--- src/rtl/csvft_pkg.sv ---
// csvft_pkg: shared types and constants of the CSV field tokenizer.
// Used by the decoder, the result queue, the tokenizer core and the top level.
package csvft_pkg;

  // Result kinds
  localparam logic [1:0] KIND_BYTE = 2'd0;
  localparam logic [1:0] KIND_END  = 2'd1;
  localparam logic [1:0] KIND_NONE = 2'd2;

  // Special bytes
  localparam logic [7:0] QUOTE_BYTE   = 8'h22;
  localparam logic [7:0] NEWLINE_BYTE = 8'h0A;
  localparam logic [7:0] DELIM_RESET  = 8'h2C;

  // Result queue geometry
  localparam int QUEUE_DEPTH = 4;
  localparam int QPTR_W      = 2;
  localparam int QFILL_W     = 3;

  typedef struct packed {
    logic [1:0] kind;
    logic [7:0] out_byte;
    logic       last;
  } result_t;

  typedef struct packed {
    logic in_quotes;
    logic field_started;
    logic quote_pending;
  } field_state_t;

  // Decoder output: new parse state and up to two results
  typedef struct packed {
    field_state_t state_next;
    logic [1:0]   count;
    result_t      res0;
    result_t      res1;
  } decode_t;

endpackage

--- src/rtl/csvft_ifs.sv ---
// csvft_ifs: valid/ready channels for input words and result words.
// Does not import csvft_pkg; its byte and kind widths mirror those of the package.
interface csvft_in_if;
  logic       valid;
  logic       ready;
  logic [7:0] in_byte;
  logic       end_of_input;

  modport source (output valid, output in_byte, output end_of_input, input ready);
  modport sink   (input valid, input in_byte, input end_of_input, output ready);
endinterface

interface csvft_out_if;
  logic       valid;
  logic       ready;
  logic [1:0] kind;
  logic [7:0] out_byte;
  logic       last;

  modport source (output valid, output kind, output out_byte, output last, input ready);
  modport sink   (input valid, input kind, input out_byte, input last, output ready);
endinterface

--- src/rtl/csv_field_tokenizer.sv ---
// csv_field_tokenizer: top level. A word is accepted into an input register,
// parsed by one level of logic and its results pushed into a four-word queue.
// Results are registered in the queue before they reach the output port.
// Throughput: one input word per cycle; input stalls while the queue lacks room for two
// words, as after newlines ending a started field, which add two results to the one-word-per-cycle output.
// Reset (rst, synchronous): parse state cleared, delimiter set to comma, queue emptied.
module csv_field_tokenizer (
  input  logic            clk,
  input  logic            rst,
  input  logic            cfg_wr_en,
  input  logic [7:0]      cfg_wr_data,
  csvft_in_if.sink        in_ch,
  csvft_out_if.source     out_ch
);

  logic                space;
  logic [1:0]          push_count;
  csvft_pkg::result_t  push0;
  csvft_pkg::result_t  push1;
  csvft_pkg::result_t  head;
  logic                avail;

  csvft_tokenizer_core u_core (
    .clk          (clk),
    .rst          (rst),
    .cfg_wr_en    (cfg_wr_en),
    .cfg_wr_data  (cfg_wr_data),
    .in_valid     (in_ch.valid),
    .in_ready     (in_ch.ready),
    .in_byte      (in_ch.in_byte),
    .end_of_input (in_ch.end_of_input),
    .space        (space),
    .push_count   (push_count),
    .push0        (push0),
    .push1        (push1)
  );

  csvft_queue u_queue (
    .clk        (clk),
    .rst        (rst),
    .push_count (push_count),
    .push0      (push0),
    .push1      (push1),
    .space      (space),
    .pop        (out_ch.ready),
    .avail      (avail),
    .head       (head)
  );

  // Drive result port from queue head
  assign out_ch.valid    = avail;
  assign out_ch.kind     = head.kind;
  assign out_ch.out_byte = head.out_byte;
  assign out_ch.last     = head.last;

`ifndef SYNTHESIS
  a_kind_range: assert property (@(posedge clk) disable iff (rst)
    out_ch.valid |-> (out_ch.kind == csvft_pkg::KIND_BYTE || out_ch.out_byte == 8'h00))
    else $error("non-byte result carries a byte");
`endif

endmodule

--- src/rtl/csvft_decode.sv ---
// csvft_decode: combinational parse of one byte against the field state.
// Depends on csvft_pkg for the state, result and decode types.
module csvft_decode (
  input  logic [7:0]             in_byte,
  input  logic                   end_of_input,
  input  logic [7:0]             delimiter,
  input  csvft_pkg::field_state_t state,
  output csvft_pkg::decode_t     dec
);

  logic is_delim;
  logic is_nl;
  logic is_quote;
  logic is_blank;

  assign is_delim = (in_byte == delimiter);
  assign is_nl    = (in_byte == csvft_pkg::NEWLINE_BYTE);
  assign is_quote = (in_byte == csvft_pkg::QUOTE_BYTE);
  assign is_blank = (in_byte == 8'h20) || (in_byte == 8'h09) || (in_byte == 8'h0B) ||
                    (in_byte == 8'h0C) || (in_byte == 8'h0D);

  // Decide results and next state
  always_comb begin
    dec.state_next    = state;
    dec.count         = 2'd0;
    dec.res0.kind     = csvft_pkg::KIND_BYTE;
    dec.res0.out_byte = 8'h00;
    dec.res0.last     = 1'b0;
    dec.res1.kind     = csvft_pkg::KIND_NONE;
    dec.res1.out_byte = 8'h00;
    dec.res1.last     = 1'b1;

    if (end_of_input) begin
      dec.res0.kind  = state.field_started ? csvft_pkg::KIND_END : csvft_pkg::KIND_NONE;
      dec.count      = 2'd1;
      dec.state_next = '0;
    end else if (state.quote_pending) begin
      dec.count = 2'd1;
      if (is_delim || is_nl) begin
        dec.res0.kind  = csvft_pkg::KIND_END;
        dec.state_next = '0;
      end else begin
        dec.res0.out_byte             = in_byte;
        dec.state_next.quote_pending  = 1'b0;
      end
    end else if (!state.in_quotes && is_delim) begin
      dec.res0.kind  = state.field_started ? csvft_pkg::KIND_END : csvft_pkg::KIND_NONE;
      dec.count      = 2'd1;
      dec.state_next = '0;
    end else if (is_nl) begin
      // Newline: field end (if started) then no-field
      if (state.field_started) begin
        dec.res0.kind = csvft_pkg::KIND_END;
        dec.count     = 2'd2;
      end else begin
        dec.res0.kind = csvft_pkg::KIND_NONE;
        dec.count     = 2'd1;
      end
      dec.state_next = '0;
    end else if (!state.field_started && !state.in_quotes && is_blank) begin
      // drop leading white space
    end else if (!state.field_started && is_quote) begin
      dec.state_next.in_quotes = 1'b1;
    end else if (is_quote && state.in_quotes) begin
      dec.state_next.quote_pending = 1'b1;
    end else begin
      dec.res0.out_byte            = in_byte;
      dec.count                    = 2'd1;
      dec.state_next.field_started = 1'b1;
    end

    dec.res0.last = (dec.count == 2'd1);
  end

endmodule

--- src/rtl/csvft_queue.sv ---
// csvft_queue: small result queue taking up to two words per cycle.
// Depends on csvft_pkg for result_t and the queue geometry.
module csvft_queue (
  input  logic                         clk,
  input  logic                         rst,
  input  logic [1:0]                   push_count,
  input  csvft_pkg::result_t           push0,
  input  csvft_pkg::result_t           push1,
  output logic                         space,
  input  logic                         pop,
  output logic                         avail,
  output csvft_pkg::result_t           head
);

  csvft_pkg::result_t                 mem [csvft_pkg::QUEUE_DEPTH];
  logic [csvft_pkg::QPTR_W-1:0]       wr_ptr;
  logic [csvft_pkg::QPTR_W-1:0]       rd_ptr;
  logic [csvft_pkg::QFILL_W-1:0]      fill;
  logic [csvft_pkg::QPTR_W-1:0]       wr_ptr1;
  logic                               pop_ok;

  assign wr_ptr1 = wr_ptr + 1'b1;
  assign avail   = (fill != '0);
  assign pop_ok  = pop && avail;
  assign head    = mem[rd_ptr];
  // Room for two words once this cycle's pop is counted
  assign space   = (fill <= csvft_pkg::QFILL_W'(csvft_pkg::QUEUE_DEPTH - 2)) ||
                   ((fill == csvft_pkg::QFILL_W'(csvft_pkg::QUEUE_DEPTH - 1)) && pop_ok);

  // Store pushed words
  always_ff @(posedge clk) begin
    if (push_count != 2'd0) begin
      mem[wr_ptr] <= push0;
    end
    if (push_count == 2'd2) begin
      mem[wr_ptr1] <= push1;
    end
  end

  // Advance pointers and fill count
  always_ff @(posedge clk) begin
    if (rst) begin
      wr_ptr <= '0;
      rd_ptr <= '0;
      fill   <= '0;
    end else begin
      wr_ptr <= wr_ptr + csvft_pkg::QPTR_W'(push_count);
      if (pop_ok) begin
        rd_ptr <= rd_ptr + 1'b1;
      end
      fill <= fill + csvft_pkg::QFILL_W'(push_count) - csvft_pkg::QFILL_W'(pop_ok);
    end
  end

`ifndef SYNTHESIS
  a_fill_bound: assert property (@(posedge clk) disable iff (rst)
    fill <= csvft_pkg::QFILL_W'(csvft_pkg::QUEUE_DEPTH))
    else $error("result queue overfilled");

  a_push_needs_space: assert property (@(posedge clk) disable iff (rst)
    (push_count != 2'd0) |-> space)
    else $error("push into queue without room for two words");
`endif

endmodule

--- src/rtl/csvft_tokenizer_core.sv ---
// csvft_tokenizer_core: input register, parse state and delimiter register.
// Depends on csvft_pkg and csvft_decode; feeds the result queue.
module csvft_tokenizer_core (
  input  logic                 clk,
  input  logic                 rst,
  input  logic                 cfg_wr_en,
  input  logic [7:0]           cfg_wr_data,
  input  logic                 in_valid,
  output logic                 in_ready,
  input  logic [7:0]           in_byte,
  input  logic                 end_of_input,
  input  logic                 space,
  output logic [1:0]           push_count,
  output csvft_pkg::result_t   push0,
  output csvft_pkg::result_t   push1
);

  logic                     stage_valid;
  logic [7:0]               stage_byte;
  logic                     stage_eoi;
  logic [7:0]               delimiter;
  csvft_pkg::field_state_t  state;
  csvft_pkg::decode_t       dec;
  logic                     fire;

  csvft_decode u_decode (
    .in_byte      (stage_byte),
    .end_of_input (stage_eoi),
    .delimiter    (delimiter),
    .state        (state),
    .dec          (dec)
  );

  assign fire       = stage_valid && space;
  assign in_ready   = !stage_valid || fire;
  assign push_count = fire ? dec.count : 2'd0;
  assign push0      = dec.res0;
  assign push1      = dec.res1;

  // Hold the accepted word
  always_ff @(posedge clk) begin
    if (in_valid && in_ready) begin
      stage_byte <= in_byte;
      stage_eoi  <= end_of_input;
    end
  end

  // Advance control state
  always_ff @(posedge clk) begin
    if (rst) begin
      stage_valid <= 1'b0;
      state       <= '0;
      delimiter   <= csvft_pkg::DELIM_RESET;
    end else begin
      if (in_ready) begin
        stage_valid <= in_valid;
      end
      if (fire) begin
        state <= dec.state_next;
      end
      if (cfg_wr_en) begin
        delimiter <= cfg_wr_data;
      end
    end
  end

`ifndef SYNTHESIS
  a_stage_hold: assert property (@(posedge clk) disable iff (rst)
    (stage_valid && !fire) |=> (stage_valid && $stable(stage_byte) && $stable(stage_eoi)))
    else $error("stalled input word changed");

  a_two_results_last: assert property (@(posedge clk) disable iff (rst)
    (fire && dec.count == 2'd2) |-> (!dec.res0.last && dec.res0.kind == csvft_pkg::KIND_END))
    else $error("two-result word misformed");
`endif

endmodule

--- src/flat_wrapper.sv ---
// flat-port wrapper written by rule: the top's interface ports become plain ports
module csv_field_tokenizer_flat 
  (clk, rst, cfg_wr_en, cfg_wr_data, in_ch_valid, in_ch_in_byte, in_ch_end_of_input, in_ch_ready, out_ch_valid, out_ch_kind, out_ch_out_byte, out_ch_last, out_ch_ready);
  csvft_in_if in_ch_i ();
  csvft_out_if out_ch_i ();
  input  logic clk;
  input  logic rst;
  input  logic cfg_wr_en;
  input  logic [7:0] cfg_wr_data;
  input wire logic [$bits(in_ch_i.valid)-1:0] in_ch_valid;
  input wire logic [$bits(in_ch_i.in_byte)-1:0] in_ch_in_byte;
  input wire logic [$bits(in_ch_i.end_of_input)-1:0] in_ch_end_of_input;
  output wire logic [$bits(in_ch_i.ready)-1:0] in_ch_ready;
  output wire logic [$bits(out_ch_i.valid)-1:0] out_ch_valid;
  output wire logic [$bits(out_ch_i.kind)-1:0] out_ch_kind;
  output wire logic [$bits(out_ch_i.out_byte)-1:0] out_ch_out_byte;
  output wire logic [$bits(out_ch_i.last)-1:0] out_ch_last;
  input wire logic [$bits(out_ch_i.ready)-1:0] out_ch_ready;
  assign in_ch_i.valid = in_ch_valid;
  assign in_ch_i.in_byte = in_ch_in_byte;
  assign in_ch_i.end_of_input = in_ch_end_of_input;
  assign in_ch_ready = in_ch_i.ready;
  assign out_ch_valid = out_ch_i.valid;
  assign out_ch_kind = out_ch_i.kind;
  assign out_ch_out_byte = out_ch_i.out_byte;
  assign out_ch_last = out_ch_i.last;
  assign out_ch_i.ready = out_ch_ready;
  csv_field_tokenizer u_core (.clk(clk), .rst(rst), .cfg_wr_en(cfg_wr_en), .cfg_wr_data(cfg_wr_data), .in_ch(in_ch_i), .out_ch(out_ch_i));
endmodule
--- config.mk ---
export PLATFORM = sky130hd
export DESIGN_NAME = csv_field_tokenizer_flat
export DESIGN_NICKNAME = d
export VERILOG_FILES = /design/src/rtl/csvft_pkg.sv /design/src/rtl/csvft_ifs.sv /design/src/rtl/csv_field_tokenizer.sv /design/src/rtl/csvft_decode.sv /design/src/rtl/csvft_queue.sv /design/src/rtl/csvft_tokenizer_core.sv /design/src/flat_wrapper.sv
export SDC_FILE = /design/constraint.sdc
export NUM_CORES = 1
export LEC_CHECK = 0
export ABC_AREA = 1
export BUFFER_PORTS_ARGS = -buffer_cell sky130_fd_sc_hd__buf_4
export CAP_MARGIN = 5
export CORE_UTILIZATION = 64
export DETAILED_ROUTE_END_ITERATION = 10
export PLACE_DENSITY = 0.86
export SYNTH_ARGS = -nofsm -noshare
export SYNTH_HDL_FRONTEND = slang
export SYNTH_SLANG_ARGS = --single-unit
--- constraint.sdc ---
create_clock -name clk -period 6.2 [get_ports clk]
set_input_delay 1.55 -clock clk [delete_from_list [all_inputs] [get_ports clk]]
set_output_delay 1.55 -clock clk [all_outputs]
set_load 0.005 [all_outputs]
==> metrics.txt <==
outcome=finished, final reports clean; Main synth FF type=dfxtp_1; Critical Path Fanout Max=3; synthesized flop and latch total=74; total track usage=0.305; Longest Clk Path Bufs=2; latest clock arrival within the worst-skew pair=350 ps; Syn Std Cell Area=3830 um2; worst slew pin tran=892 ps; Int Power=1040 uW; most frequent cells in the layout=nand2_1, nor2_1, dfxtp_1; Final Hold Viols=0; critical path endpoint category=primary output; Layout Utilization=0.747; Final #Nets=599; maximum VDD drop=0.237 mV; slew margin rel.=0.403; CP dominant cell by count=buf_4; Warnings, synthesis=0; antenna viol nets, final=0; Max Cap Violations=0; Die H=79.3 um; Crit Path Category=in2out; GPL Wtd Cong=0.891; dpl ws=2300 ps; Synth async-reset ratio=0; # IOs=35; die footprint=6300 um2; post_cts resized=0; min-delay worst type=reg2reg; P_leak=0.00216 uW; Period minus WS final=3900 ps; fmax=257 MHz; area grow syn2layout=10.1%; Post-Route WL=8.79 mm; Fillers=458; Synth Instances=548; most common cell after layout, fill and taps aside=nand2_1; Final Cycle Share=0.629; Clk pwr share=0.202; Vias=3593; CTS tree=yes; post-synthesis cell type count=29; Mean Syn Cell Area=6.99 um2; Initial Util=0.679; # rows=27; layout cell share with drive strength beyond 1=0.135; Crit path largest cell delay=390 ps; # setup viols final=0; CP max-delay cell=o31ai_1; Post-Layout Cell Count=649; Num CTS Buffers=9; Die X=79.3 um; initial DRC count=299; # H-tree levels=3; Reg area=1570 um2; CP cell instances=buf_4 > o31ai_1 > nand2_1 > buf_4; Post-synth EDFFs=9; cts hold-fix bufs=0; hold slack=467 ps; Multi-input gate area=1900 um2; vias per cell=5.54; post-DP HPWL=5.97 mm; Clock Tree Root=clkbuf_8; fin. max-slew vios=0; Pre-Repair DR Iteration Count=5; Port Buffers=34; Critical Path RT=4650 ps; final worst slack=2300 ps; Net Count, Synth=575; vias in the first global route=3378; PD cells=384 nW/um2; clk sinks=74; average wire per standard cell=13.5 um; largest net degree at the start of global routing=61; dpl cells=633; share of the yosys chip area belonging to registers=0.410; Sw Ratio=0.359; setup bufs post-CTS=0; remaining global-route overflow=0; CTS clk-pin slew, worst paths=70 ps; DRC=0; clk_skew=4.96 ps; TNS Setup=0 ps; CP Launch Type=input pin; Reg power frac=0.449; Logic pwr share=0.349; antenna violations before repair=0; RSZ-0062 raised after global routing=false; CORE AREA=5640 um2; antenna cells=0; Switch Pwr=580 uW; WP data arrival=2350 ps; first-pass GRT wire length=14.7 mm
==> critical path, delay by kind of cell <==
| family | cells | cell delay [ps] |
|---|---|---|
| AOI/OAI and AO/OA | 1 | 390 |
| and+or+nand+nor | 1 | 130 |
| buffers and inverters | 2 | 270 |
==> Yosys cell counts, types with 2 or more instances <==
master | number | area [um2]
o22ai_1 | 8 | 50.1
buf_12 | 2 | 40.0
clkbuf_1 | 10 | 37.5
ha_1 | 4 | 50.1
nand2_2 | 5 | 31.3
a21oi_2 | 12 | 105
edfxtp_1 | 9 | 270
dfxtp_1 | 65 | 1300
inv_1 | 54 | 203
buf_2 | 10 | 50.1
inv_2 | 2 | 7.51
nand2_1 | 110 | 413
nor2_2 | 4 | 25.0
nand3_1 | 60 | 300
a21oi_1 | 32 | 160
xnor2_1 | 8 | 70.1
o21ai_0 | 42 | 210
nand2_4 | 3 | 33.8
nor2_1 | 98 | 368
==> final timing paths <==
path / start / to / slack [ps] / cells past startpoint
worst min register to register: u_core.u_queue.mem[0][0] / u_core.u_queue.mem[0][0] / 470 / 2
worst min-delay path: u_core.u_queue.mem[0][0] / u_core.u_queue.mem[0][0] / 470 / 2
worst max register to register: u_core.u_core.stage_byte[1] / u_core.u_queue.fill[2] / 3400 / 18
worst max-delay path: out_ch_ready / in_ch_ready / 2300 / 4
==> sequential cells by signal, indices dropped and copies added, names as in the netlist, named ones only <==
signal,flops
u_core.u_core.stage_valid,1
u_core.u_core.stage_eoi,1
u_core.u_queue.rd_ptr,2
u_core.u_queue.fill,3
u_core.u_queue.wr_ptr,2
u_core.u_queue.mem,44
u_core.u_core.delimiter,8
u_core.u_core.stage_byte,8
u_core.u_core.state,3
==> layout make-up <==
class                      count  area share
multi-input combinational    394       0.452
sequential                    74       0.373
inverter                      57      0.0508
clock buffer                  13      0.0353
tap                           72      0.0214
clock inverter                 3     0.00356
timing repair buffer          36      0.0641
==> cell families (layout without fill, tap and decap cells) <==
group | count (synthesis) | in the layout | synth area share
AND/OR/NAND/NOR | 285 | 285 | 0.319
AO/OA/AOI/OAI | 95 | 95 | 0.139
buffers and inverters | 80 | 109 | 0.0922
flip-flops | 74 | 74 | 0.410
XOR/XNOR | 9 | 9 | 0.0206
adder cells (fa/ha/maj) | 5 | 5 | 0.0183
==> power by group through the flow <==
| stage | sequential [uW] | clock, uW | combinational (uW) |
|---|---|---|---|
| 4_1_cts | 724 | 331 | 564 |
| 3_3_place_gp | 727 | 0 | 536 |
| 6_report | 726 | 327 | 564 |
| 2_1_floorplan | 703 | 0 | 409 |
| 5_1_grt | 741 | 353 | 642 |
| 3_5_place_dp | 734 | 0 | 560 |
==> per-layer routing <==
layer | global-route usage | wire [um] | vias up | part of all wire
met5 | 0 | 0 | - | 0
met4 | 0.158 | 288 | 0 | 0.033
met3 | 0.0805 | 573 | 29 | 0.065
met2 | 0.534 | 4320 | 139 | 0.49
met1 | 0.337 | 3610 | 1621 | 0.41
li1 | - | - | 1804 | -
==> metrics by stage <==
step | area [um2] | power (uW)
global route | 4210 | 1740
finish | 4210 | 1620
global placement | 4050 | 1260
CTS | 4210 | 1620
detailed placement | 4050 | 1290
floorplan | 3830 | 1110
Power figures use the tool's default switching activity.
